--- config.mk ---
export PLATFORM = sky130hd
export DESIGN_NAME = ftp_transfer_mode_decoder_unit
export DESIGN_NICKNAME = d
export VERILOG_FILES = /design/src/rtl/core/ftmd_pkg.sv /design/src/rtl/core/ftmd_front.sv /design/src/rtl/core/ftmd_queue.sv /design/src/rtl/core/ftmd_back.sv /design/src/rtl/core/ftp_transfer_mode_decoder_unit.sv
export SDC_FILE = /design/constraint.sdc
export NUM_CORES = 1
export LEC_CHECK = 0
export ABC_AREA = 1
export ABC_CLOCK_PERIOD_IN_PS = 6700
export BUFFER_PORTS_ARGS = -buffer_cell sky130_fd_sc_hd__buf_2
export CORE_UTILIZATION = 45
export CTS_CLUSTER_SIZE = 28
export DETAILED_ROUTE_END_ITERATION = 7
export PLACE_DENSITY = 0.61
export SLEW_MARGIN = 5
export SYNTH_ARGS = -nofsm -noshare
export SYNTH_HDL_FRONTEND = slang
export SYNTH_SLANG_ARGS = --single-unit
export TNS_END_PERCENT = 100
--- constraint.sdc ---
create_clock -name clk -period 6.7 [get_ports clk]
set_input_delay 1.34 -clock clk [delete_from_list [all_inputs] [get_ports clk]]
set_output_delay 1.34 -clock clk [all_outputs]
set_load 0.1 [all_outputs]
--- src/rtl/core/ftmd_pkg.sv ---
// Shared types and constants of the FTP transfer-mode decoder.
package ftmd_pkg;

  localparam logic [1:0] MODE_STREAM = 2'd0;
  localparam logic [1:0] MODE_BLOCK  = 2'd1;
  localparam logic [1:0] MODE_COMP   = 2'd2;

  localparam logic [1:0] CFG_MODE = 2'd0;
  localparam logic [1:0] CFG_FILL = 2'd1;

  localparam logic [1:0] FUNC_DATA = 2'd0;

  localparam logic [3:0] ST_OK           = 4'd0;
  localparam logic [3:0] ST_BLK_HDR      = 4'd1;
  localparam logic [3:0] ST_BLK_PAYLOAD  = 4'd2;
  localparam logic [3:0] ST_BLK_NO_EOF   = 4'd3;
  localparam logic [3:0] ST_BLK_AFTER    = 4'd4;
  localparam logic [3:0] ST_CMP_ESC      = 4'd5;
  localparam logic [3:0] ST_CMP_LITERAL  = 4'd6;
  localparam logic [3:0] ST_CMP_REPEAT   = 4'd7;
  localparam logic [3:0] ST_CMP_FILLER   = 4'd8;
  localparam logic [3:0] ST_CMP_NO_EOF   = 4'd9;
  localparam logic [3:0] ST_CMP_AFTER    = 4'd10;

  localparam logic [7:0] BYTE_ESCAPE = 8'hff;
  localparam logic [7:0] BYTE_SPACE  = 8'h20;
  localparam logic [7:0] BYTE_ZERO   = 8'h00;

  localparam logic [1:0] STR_LITERAL = 2'b00;
  localparam logic [1:0] STR_REPEAT  = 2'b10;

  // One decoded request: data byte emitted count times, then an optional status.
  typedef struct packed {
    logic [7:0] data;
    logic [5:0] count;
    logic       stat_en;
    logic [3:0] status;
  } cmd_t;

  typedef struct packed {
    logic push;
    logic full;
  } q_wr_t;

  typedef struct packed {
    logic pop;
    logic empty;
  } q_rd_t;

endpackage

--- src/rtl/core/ftmd_front.sv ---
// Front end: configuration registers and per-byte stream decoding into requests.
module ftmd_front (
  input  logic              clk,
  input  logic              rst,
  input  logic              in_valid,
  output logic              in_ready,
  input  logic [1:0]        func,
  input  logic [7:0]        in_byte,
  input  logic              cfg_valid,
  output logic              cfg_ready,
  input  logic [1:0]        cfg_index,
  input  logic [7:0]        cfg_data,
  input  logic              q_full,
  output logic              q_push,
  output ftmd_pkg::cmd_t    cmd
);

  typedef enum logic [3:0] {
    PH_HEAD = 4'b0001,
    PH_ONE  = 4'b0010,
    PH_TWO  = 4'b0100,
    PH_BODY = 4'b1000
  } phase_t;

  logic [1:0]  mode;
  logic        fill;
  phase_t      phase, phase_next;
  logic [15:0] remaining, remaining_next;
  logic [7:0]  count_high, count_high_next;
  logic        block_is_final, block_is_final_next;
  logic        eof_seen, eof_seen_next;
  logic [3:0]  error_code, error_code_next;
  logic        is_data, is_end, accept;

  assign cfg_ready = 1'b1;
  assign in_ready  = !q_full;
  assign accept    = in_valid && in_ready;
  assign is_data   = !func[1];
  assign is_end    = func != ftmd_pkg::FUNC_DATA;

  always_ff @(posedge clk) begin
    if (rst) begin
      mode <= ftmd_pkg::MODE_STREAM;
      fill <= 1'b0;
    end else if (cfg_valid) begin
      if (cfg_index == ftmd_pkg::CFG_MODE) mode <= cfg_data[1:0];
      else if (cfg_index == ftmd_pkg::CFG_FILL) fill <= cfg_data[0];
    end
  end

  always_comb begin
    phase_next          = phase;
    remaining_next      = remaining;
    count_high_next     = count_high;
    block_is_final_next = block_is_final;
    eof_seen_next       = eof_seen;
    error_code_next     = error_code;
    cmd.data            = in_byte;
    cmd.count           = 6'd0;
    cmd.stat_en         = 1'b0;
    cmd.status          = ftmd_pkg::ST_OK;

    if (is_data && error_code == ftmd_pkg::ST_OK) begin
      unique case (mode)
        ftmd_pkg::MODE_BLOCK: begin
          if (eof_seen) begin
            error_code_next = ftmd_pkg::ST_BLK_AFTER;
          end else begin
            unique case (phase)
              PH_ONE: begin
                count_high_next = in_byte;
                phase_next      = PH_TWO;
              end
              PH_TWO: begin
                remaining_next = {count_high, in_byte};
                phase_next     = PH_BODY;
                if (remaining_next == 16'd0) begin
                  phase_next = PH_HEAD;
                  if (block_is_final) eof_seen_next = 1'b1;
                end
              end
              PH_BODY: begin
                cmd.count      = 6'd1;
                remaining_next = remaining - 16'd1;
                if (remaining_next == 16'd0) begin
                  phase_next = PH_HEAD;
                  if (block_is_final) eof_seen_next = 1'b1;
                end
              end
              default: begin
                block_is_final_next = in_byte[6];
                phase_next          = PH_ONE;
              end
            endcase
          end
        end
        ftmd_pkg::MODE_COMP: begin
          if (eof_seen) begin
            error_code_next = ftmd_pkg::ST_CMP_AFTER;
          end else begin
            unique case (phase)
              PH_ONE: begin
                phase_next = PH_HEAD;
                if (in_byte[6]) eof_seen_next = 1'b1;
              end
              PH_TWO: begin
                cmd.count      = 6'd1;
                remaining_next = remaining - 16'd1;
                if (remaining_next == 16'd0) phase_next = PH_HEAD;
              end
              PH_BODY: begin
                cmd.count      = remaining[5:0];
                remaining_next = 16'd0;
                phase_next     = PH_HEAD;
              end
              default: begin
                phase_next = PH_HEAD;
                if (in_byte == ftmd_pkg::BYTE_ESCAPE) begin
                  phase_next = PH_ONE;
                end else if (in_byte[7:6] == ftmd_pkg::STR_LITERAL) begin
                  if (in_byte[5:0] == 6'd0) begin
                    error_code_next = ftmd_pkg::ST_CMP_LITERAL;
                  end else begin
                    remaining_next = {10'd0, in_byte[5:0]};
                    phase_next     = PH_TWO;
                  end
                end else if (in_byte[7:6] == ftmd_pkg::STR_REPEAT) begin
                  if (in_byte[5:0] == 6'd0) begin
                    error_code_next = ftmd_pkg::ST_CMP_REPEAT;
                  end else begin
                    remaining_next = {10'd0, in_byte[5:0]};
                    phase_next     = PH_BODY;
                  end
                end else begin
                  if (in_byte[5:0] == 6'd0) begin
                    error_code_next = ftmd_pkg::ST_CMP_FILLER;
                  end else begin
                    cmd.count = in_byte[5:0];
                    cmd.data  = fill ? ftmd_pkg::BYTE_SPACE : ftmd_pkg::BYTE_ZERO;
                  end
                end
              end
            endcase
          end
        end
        default: cmd.count = 6'd1;
      endcase
    end

    if (is_end) begin
      cmd.stat_en = 1'b1;
      if (error_code_next != ftmd_pkg::ST_OK) begin
        cmd.status = error_code_next;
      end else if (mode == ftmd_pkg::MODE_BLOCK && !eof_seen_next) begin
        if (phase_next == PH_ONE || phase_next == PH_TWO) cmd.status = ftmd_pkg::ST_BLK_HDR;
        else if (phase_next == PH_BODY) cmd.status = ftmd_pkg::ST_BLK_PAYLOAD;
        else cmd.status = ftmd_pkg::ST_BLK_NO_EOF;
      end else if (mode == ftmd_pkg::MODE_COMP && !eof_seen_next) begin
        if (phase_next == PH_ONE) cmd.status = ftmd_pkg::ST_CMP_ESC;
        else if (phase_next == PH_TWO) cmd.status = ftmd_pkg::ST_CMP_LITERAL;
        else if (phase_next == PH_BODY) cmd.status = ftmd_pkg::ST_CMP_REPEAT;
        else cmd.status = ftmd_pkg::ST_CMP_NO_EOF;
      end
      phase_next          = PH_HEAD;
      remaining_next      = 16'd0;
      count_high_next     = 8'd0;
      block_is_final_next = 1'b0;
      eof_seen_next       = 1'b0;
      error_code_next     = ftmd_pkg::ST_OK;
    end
  end

  assign q_push = accept && (cmd.count != 6'd0 || cmd.stat_en);

  always_ff @(posedge clk) begin
    if (rst) begin
      phase          <= PH_HEAD;
      remaining      <= 16'd0;
      count_high     <= 8'd0;
      block_is_final <= 1'b0;
      eof_seen       <= 1'b0;
      error_code     <= ftmd_pkg::ST_OK;
    end else if (accept) begin
      phase          <= phase_next;
      remaining      <= remaining_next;
      count_high     <= count_high_next;
      block_is_final <= block_is_final_next;
      eof_seen       <= eof_seen_next;
      error_code     <= error_code_next;
    end
  end

endmodule

--- src/rtl/core/ftmd_queue.sv ---
// Request queue between the decoding front end and the output back end.
module ftmd_queue #(
  parameter int DEPTH = 4
) (
  input  logic              clk,
  input  logic              rst,
  input  ftmd_pkg::cmd_t    wr_cmd,
  input  logic              push,
  output ftmd_pkg::q_wr_t   wr_st,
  input  logic              pop,
  output ftmd_pkg::q_rd_t   rd_st,
  output ftmd_pkg::cmd_t    rd_cmd
);

  localparam int PW = (DEPTH > 1) ? $clog2(DEPTH) : 1;
  localparam int CW = $clog2(DEPTH + 1);
  localparam logic [PW-1:0] LAST_PTR = PW'(DEPTH - 1);
  localparam logic [CW-1:0] FULL_CNT = CW'(DEPTH);

  ftmd_pkg::cmd_t  mem [DEPTH];
  logic [PW-1:0]   wr_ptr, rd_ptr;
  logic [CW-1:0]   used;

  assign wr_st.push  = push;
  assign wr_st.full  = used == FULL_CNT;
  assign rd_st.pop   = pop;
  assign rd_st.empty = used == '0;
  assign rd_cmd      = mem[rd_ptr];

  always_ff @(posedge clk) begin
    if (push) mem[wr_ptr] <= wr_cmd;
  end

  always_ff @(posedge clk) begin
    if (rst) begin
      wr_ptr <= '0;
      rd_ptr <= '0;
      used   <= '0;
    end else begin
      if (push) wr_ptr <= (wr_ptr == LAST_PTR) ? '0 : wr_ptr + PW'(1);
      if (pop)  rd_ptr <= (rd_ptr == LAST_PTR) ? '0 : rd_ptr + PW'(1);
      if (push && !pop) used <= used + CW'(1);
      else if (pop && !push) used <= used - CW'(1);
    end
  end

  a_no_overflow: assert property (@(posedge clk) disable iff (rst) push |-> !wr_st.full || pop)
    else $error("request pushed into full queue");
  a_no_underflow: assert property (@(posedge clk) disable iff (rst) pop |-> !rd_st.empty)
    else $error("request popped from empty queue");
  a_count_bound: assert property (@(posedge clk) disable iff (rst) used <= FULL_CNT)
    else $error("queue occupancy beyond depth");
  a_count_step: assert property (@(posedge clk) disable iff (rst)
      push && !pop |=> used == $past(used) + CW'(1))
    else $error("queue occupancy not advanced on push");

endmodule

--- src/rtl/core/ftmd_back.sv ---
// Back end: expands requests into output results, one per cycle while out_ready is high.
module ftmd_back (
  input  logic              clk,
  input  logic              rst,
  input  ftmd_pkg::q_rd_t   rd_st,
  input  ftmd_pkg::cmd_t    rd_cmd,
  output logic              pop,
  output logic              out_valid,
  input  logic              out_ready,
  output logic              kind,
  output logic [7:0]        out_byte,
  output logic [3:0]        status,
  output logic              last
);

  logic       busy;
  logic [5:0] rem;
  logic       stat_pend;
  logic [7:0] data;
  logic [3:0] stat;
  logic       fire, done;

  assign out_valid = busy;
  assign kind      = rem == 6'd0;
  assign out_byte  = kind ? 8'd0 : data;
  assign status    = kind ? stat : ftmd_pkg::ST_OK;
  assign last      = kind || (rem == 6'd1 && !stat_pend);
  assign fire      = busy && out_ready;
  assign done      = fire && last;
  assign pop       = !rd_st.empty && (!busy || done);

  always_ff @(posedge clk) begin
    if (rst) begin
      busy <= 1'b0;
    end else if (pop) begin
      busy <= 1'b1;
    end else if (done) begin
      busy <= 1'b0;
    end
  end

  always_ff @(posedge clk) begin
    if (pop) begin
      rem       <= rd_cmd.count;
      stat_pend <= rd_cmd.stat_en;
      data      <= rd_cmd.data;
      stat      <= rd_cmd.status;
    end else if (fire && !kind) begin
      rem <= rem - 6'd1;
    end
  end

  a_status_pending: assert property (@(posedge clk) disable iff (rst)
      busy && rem == 6'd0 |-> stat_pend)
    else $error("empty request held without status");
  a_pop_when_free: assert property (@(posedge clk) disable iff (rst)
      pop && busy |-> done)
    else $error("request loaded over one still in progress");
  a_hold_stalled: assert property (@(posedge clk) disable iff (rst)
      busy && !out_ready |=> busy && $stable(rem))
    else $error("stalled result changed");

endmodule

--- src/rtl/core/ftp_transfer_mode_decoder_unit.sv ---
// Top level of the FTP transfer-mode decoder (stream, block and compressed modes).
//
//  channel  signals                                     direction
//  in       in_valid/in_ready, func, in_byte             request in
//  out      out_valid/out_ready, kind, out_byte,         result out
//           status, last
//  cfg      cfg_valid/cfg_ready, cfg_index, cfg_data     register write in
//
// One encoded byte per cycle enters the front end; a byte that yields results
// becomes one queued request, header and control bytes queue nothing unless they end the stream.
// The back end emits one result per cycle while out_ready is high and work is queued:
// a repeated or filler string of n bytes holds the back end until all n bytes are out,
// and the front stalls once the QUEUE_DEPTH queue fills. Reset clears stream state,
// queue and output; configuration writes are always taken (cfg_ready held high).
module ftp_transfer_mode_decoder_unit #(
  parameter int QUEUE_DEPTH = 4
) (
  input  logic       clk,
  input  logic       rst,
  input  logic       in_valid,
  output logic       in_ready,
  input  logic [1:0] func,
  input  logic [7:0] in_byte,
  output logic       out_valid,
  input  logic       out_ready,
  output logic       kind,
  output logic [7:0] out_byte,
  output logic [3:0] status,
  output logic       last,
  input  logic       cfg_valid,
  output logic       cfg_ready,
  input  logic [1:0] cfg_index,
  input  logic [7:0] cfg_data
);

  ftmd_pkg::cmd_t  wr_cmd, rd_cmd;
  ftmd_pkg::q_wr_t wr_st;
  ftmd_pkg::q_rd_t rd_st;
  logic            push, pop;

  ftmd_front u_front (
    .clk       (clk),
    .rst       (rst),
    .in_valid  (in_valid),
    .in_ready  (in_ready),
    .func      (func),
    .in_byte   (in_byte),
    .cfg_valid (cfg_valid),
    .cfg_ready (cfg_ready),
    .cfg_index (cfg_index),
    .cfg_data  (cfg_data),
    .q_full    (wr_st.full),
    .q_push    (push),
    .cmd       (wr_cmd)
  );

  ftmd_queue #(.DEPTH(QUEUE_DEPTH)) u_queue (
    .clk    (clk),
    .rst    (rst),
    .wr_cmd (wr_cmd),
    .push   (push),
    .wr_st  (wr_st),
    .pop    (pop),
    .rd_st  (rd_st),
    .rd_cmd (rd_cmd)
  );

  ftmd_back u_back (
    .clk       (clk),
    .rst       (rst),
    .rd_st     (rd_st),
    .rd_cmd    (rd_cmd),
    .pop       (pop),
    .out_valid (out_valid),
    .out_ready (out_ready),
    .kind      (kind),
    .out_byte  (out_byte),
    .status    (status),
    .last      (last)
  );

endmodule

==> results.cfg <==
[clocking]
cts_buffers = 17
post-cts-setup-buffer-count = 0
cts.sinks = 142
cts_max_path_buffers = 2
hold_buffers = 0
clkTransAtPathRegs_ns = 0.06
tritoncts = yes
root_buffer = clkbuf_16
clkLatencyLatePin_ns = 0.42
cts_resized = 0
htree_num_levels = 4

[final_layout]
fillCellCount = 1476
utilization_pct = 52.7
multiInputGateArea_um2 = 2930
antenna_cells = 0
regArea_um2 = 3790
area_growth_pct = 12.5
drive_above_1_share_pct = 13.1
design_area_um2 = 8140
nNetsFinal = 923

[hold_path]
hold_path_end = u_front.count_high[0]$_SDFFE_PP0P_
whs_path_depth = 2
hp-class = register to register
hold_start = u_front.count_high[0]$_SDFFE_PP0P_

[logic_synthesis]
async_flop_share_pct = 0
ys_warn_count = 0
ys_ff_latch = 142
synthCells = 853
synth-edff-count = 95
synth.avg_cell_area_um2 = 8.48
syn_area_um2 = 7240
ys_seq_area_share_pct = 52.4
synth_nets = 891
synth_ff_type = edfxtp_1
ys_types = 48

[timing]
hold_viol_final = 0
finalSetupViolations = 0
rsz0062_at_grt = false
relSlewSlack_pct = 28.4
drv_slew = 0
period_needed_ns = 3.96
tightest_slew_ns = 1.07
fin_hold_ws_ns = 0.491
max_freq_ghz = 0.253
fin_worst_skew_ns = 0.0106
tns_ns = 0
fin_crit_sh_pct = 59.1

[power]
swShare_pct = 39.2
p_seq_share_pct = 38.3
internal_power_mw = 1.92
clockPowerShare_pct = 26.8
p_total_mw = 3.15
comb_power_share_pct = 34.9
irDropWorstVdd_mv = 0.233
switchingPower_mw = 1.23
powerDensity_nw_per_um2 = 387
power.leakage_nw = 3.29

[detailed_routing]
routedWlPerCell_um = 15.4
drtIter0Drc = 380
route.antenna.remaining_nets = 0
dr.pass1.iters = 4
vias_per_cell = 5.30
via_count = 5874
drcViolationCount = 0
wirelength_um = 17100

[run]
cap_violations = 0

[global_route]
grt_max_degree = 40
grt_pass1_wl_um = 27500
grt_pass1_vias = 5568
antenna_found_initial = 0
track_usage_pct = 21.9
grt-ovfl-total = 0

[setup_path]
startpoint = u_front.mode[0]$_SDFFE_PP0P_
reg2reg_from = u_front.mode[0]$_SDFFE_PP0P_
ff2ff_setup_slack_ns = 2.74
worst-setup-path-type = register to register
cpPeakStageDelay_ns = 0.53
cp_slowest_cell = ha_1
r2r.worst_path.cells = 22
crit_chain = inv_1 -> ha_1 -> inv_2 -> nor2_1 -> inv_1 -> nor2_1 -> inv_1 -> nor2_1 -> inv_1 -> nor2_1 -> nor4_1 -> nand3b_1 -> nand2_2 -> inv_2 -> ha_1 -> inv_1 -> fa_1 -> nor2_1 -> nor2_1 -> nand2_1 -> o21ai_0 -> a21oi_1
cp.arrival_ns = 4.30
crit_top_cell = nor2_1
critPathRequiredTime_ns = 7.04
r2r_end = u_queue.used[2]$_SDFFE_PP0P_
end_kind = register
critPathLaunchType = register
crit_fanout = 12

[die]
coreArea_um2 = 15400
start_util_pct = 46.9
rows = 45
chipWidth_um = 129
die_h_um = 129
ios = 42
dieArea_um2 = 16600

[placement]
place_area_um2 = 7600
io_buffers = 34
place_hpwl_um = 12100
gp_congestion = 0.888

[run_status]
status = finished clean
-- cell families (layout without fill, tap and decap cells) --
group	count (synthesis)	count (layout)	synth area share (%)
AO/OA/AOI/OAI	210	210	16.3
adder cells (fa/ha/maj)	13	13	2.35
flip-flops	142	142	52.4
buffers and inverters	133	178	7.11
XOR/XNOR	7	7	0.951
AND/OR/NAND/NOR	347	347	20.8
other	1	1	0.0518
-- worst max-delay path by stage --
stage,endpoint,slack (ns)
2_1_floorplan,status[0],1.51
3_3_place_gp,u_queue.used[2]$_SDFFE_PP0P_,2.50
3_5_place_dp,u_queue.used[2]$_SDFFE_PP0P_,2.41
4_1_cts,u_queue.used[2]$_SDFFE_PP0P_,2.75
5_1_grt,u_queue.used[2]$_SDFFE_PP0P_,2.29
6_report,u_queue.used[2]$_SDFFE_PP0P_,2.74
-- cell usage after synthesis, types with 2 or more instances --
master | count | area [µm²]
a31oi_1 | 5 | 31.3
inv_2 | 11 | 41.3
clkinv_1 | 3 | 11.3
nor2_2 | 15 | 93.8
buf_2 | 5 | 25.0
a22oi_1 | 6 | 45.0
xnor2_1 | 2 | 17.5
o211ai_1 | 6 | 45.0
nor3_1 | 5 | 25.0
o221ai_1 | 2 | 17.5
nor2_1 | 123 | 462
a21oi_1 | 59 | 295
o21ai_0 | 93 | 465
nand3_1 | 28 | 140
xor2_1 | 4 | 35.0
nand2_2 | 10 | 62.6
nor2_4 | 2 | 22.5
dfxtp_1 | 47 | 941
ha_1 | 12 | 150
nand3_2 | 3 | 30.0
nand2_1 | 144 | 541
buf_4 | 2 | 15.0
o31ai_1 | 2 | 15.0
o22ai_1 | 18 | 113
a211oi_1 | 9 | 67.6
inv_1 | 91 | 342
nand4_1 | 7 | 43.8
clkbuf_1 | 19 | 71.3
edfxtp_1 | 95 | 2850
a221oi_1 | 2 | 17.5
o21ai_1 | 3 | 15.0
nor4_1 | 4 | 25.0
-- worst max-delay path, delay by kind of cell (launching register included) --
| kind | cells | cell delay (ns) |
|---|---|---|
| AND/OR/NAND/NOR | 10 | 1.49 |
| AO/OA/AOI/OAI | 2 | 0.23 |
| flip-flops | 1 | 0.31 |
| buffers and inverters | 7 | 0.76 |
| adder cells (fa/ha/maj) | 3 | 1.11 |
-- through the flow --
| stage | cells | setup WS, ns |
|---|---|---|
| final | 1109 | 2.74 |
| after CTS | 1109 | 2.75 |
| after detailed placement | 1077 | 2.41 |
| after global routing | 1109 | 2.29 |
| after floorplan | 853 | 1.51 |
| after global placement | 1077 | 2.50 |
-- metal layers --
layer	routed length, µm	vias up	track usage (%)
li1	-	2958	-
met1	7900	2750	27.2
met2	8300	144	37.8
met3	693	22	4.32
met4	237	0	7.68
met5	0	-	0
-- power groups by stage --
stage	sequential [mW]	combinational (mW)	clock [mW]
5_1_grt	1.22	1.22	0.896
3_3_place_gp	1.22	1.08	0
6_report	1.21	1.10	0.843
4_1_cts	1.21	1.11	0.863
2_1_floorplan	1.22	0.853	0
3_5_place_dp	1.23	1.10	0
-- final cells by class --
type                    instances  share of cell area, %
repair buffers                 41                   2.74
multi-input cells             578                   36.0
clock inverters                13                   1.23
flip-flops and latches        142                   46.6
clock buffers                  19                   5.32
well taps                     211                   3.24
inverters                     105                   4.84
-- flip-flops by register name, summed over array words and instances, names as in the netlist, 3 cells and up, named ones only --
name,flops
u_queue.used,3
u_back.rem,6
u_front.remaining,16
u_front.count_high,8
u_front.phase,4
u_queue.mem,76
u_back.stat,4
u_front.error_code,4
u_back.data,8
-- cell usage in the layout, fill, tap and decap left out, types with 2 or more instances in the layout --
cell type   count
nand3_1        28
inv_2          11
buf_4           7
a211oi_1        9
o22ai_1        18
inv_1          91
o21ai_0        93
xor2_1          4
nor3_1          5
nand4_1         7
nor2_4          2
a22oi_1         6
clkinvlp_4      3
nor2_2         16
clkbuf_1        2
edfxtp_1       95
clkinv_1        4
a21oi_1        59
nand2_2        10
o31ai_1         2
nand2_1       144
nor4_1          4
clkbuf_16      17
nor2_1        122
ha_1           12
a221oi_1        2
a31oi_1         5
o21ai_1         3
xnor2_1         2
dfxtp_1        47
nand3_2         3
buf_2          34
clkinv_2        7
o211ai_1        6
o221ai_1        2
Power figures use the tool's default switching activity.
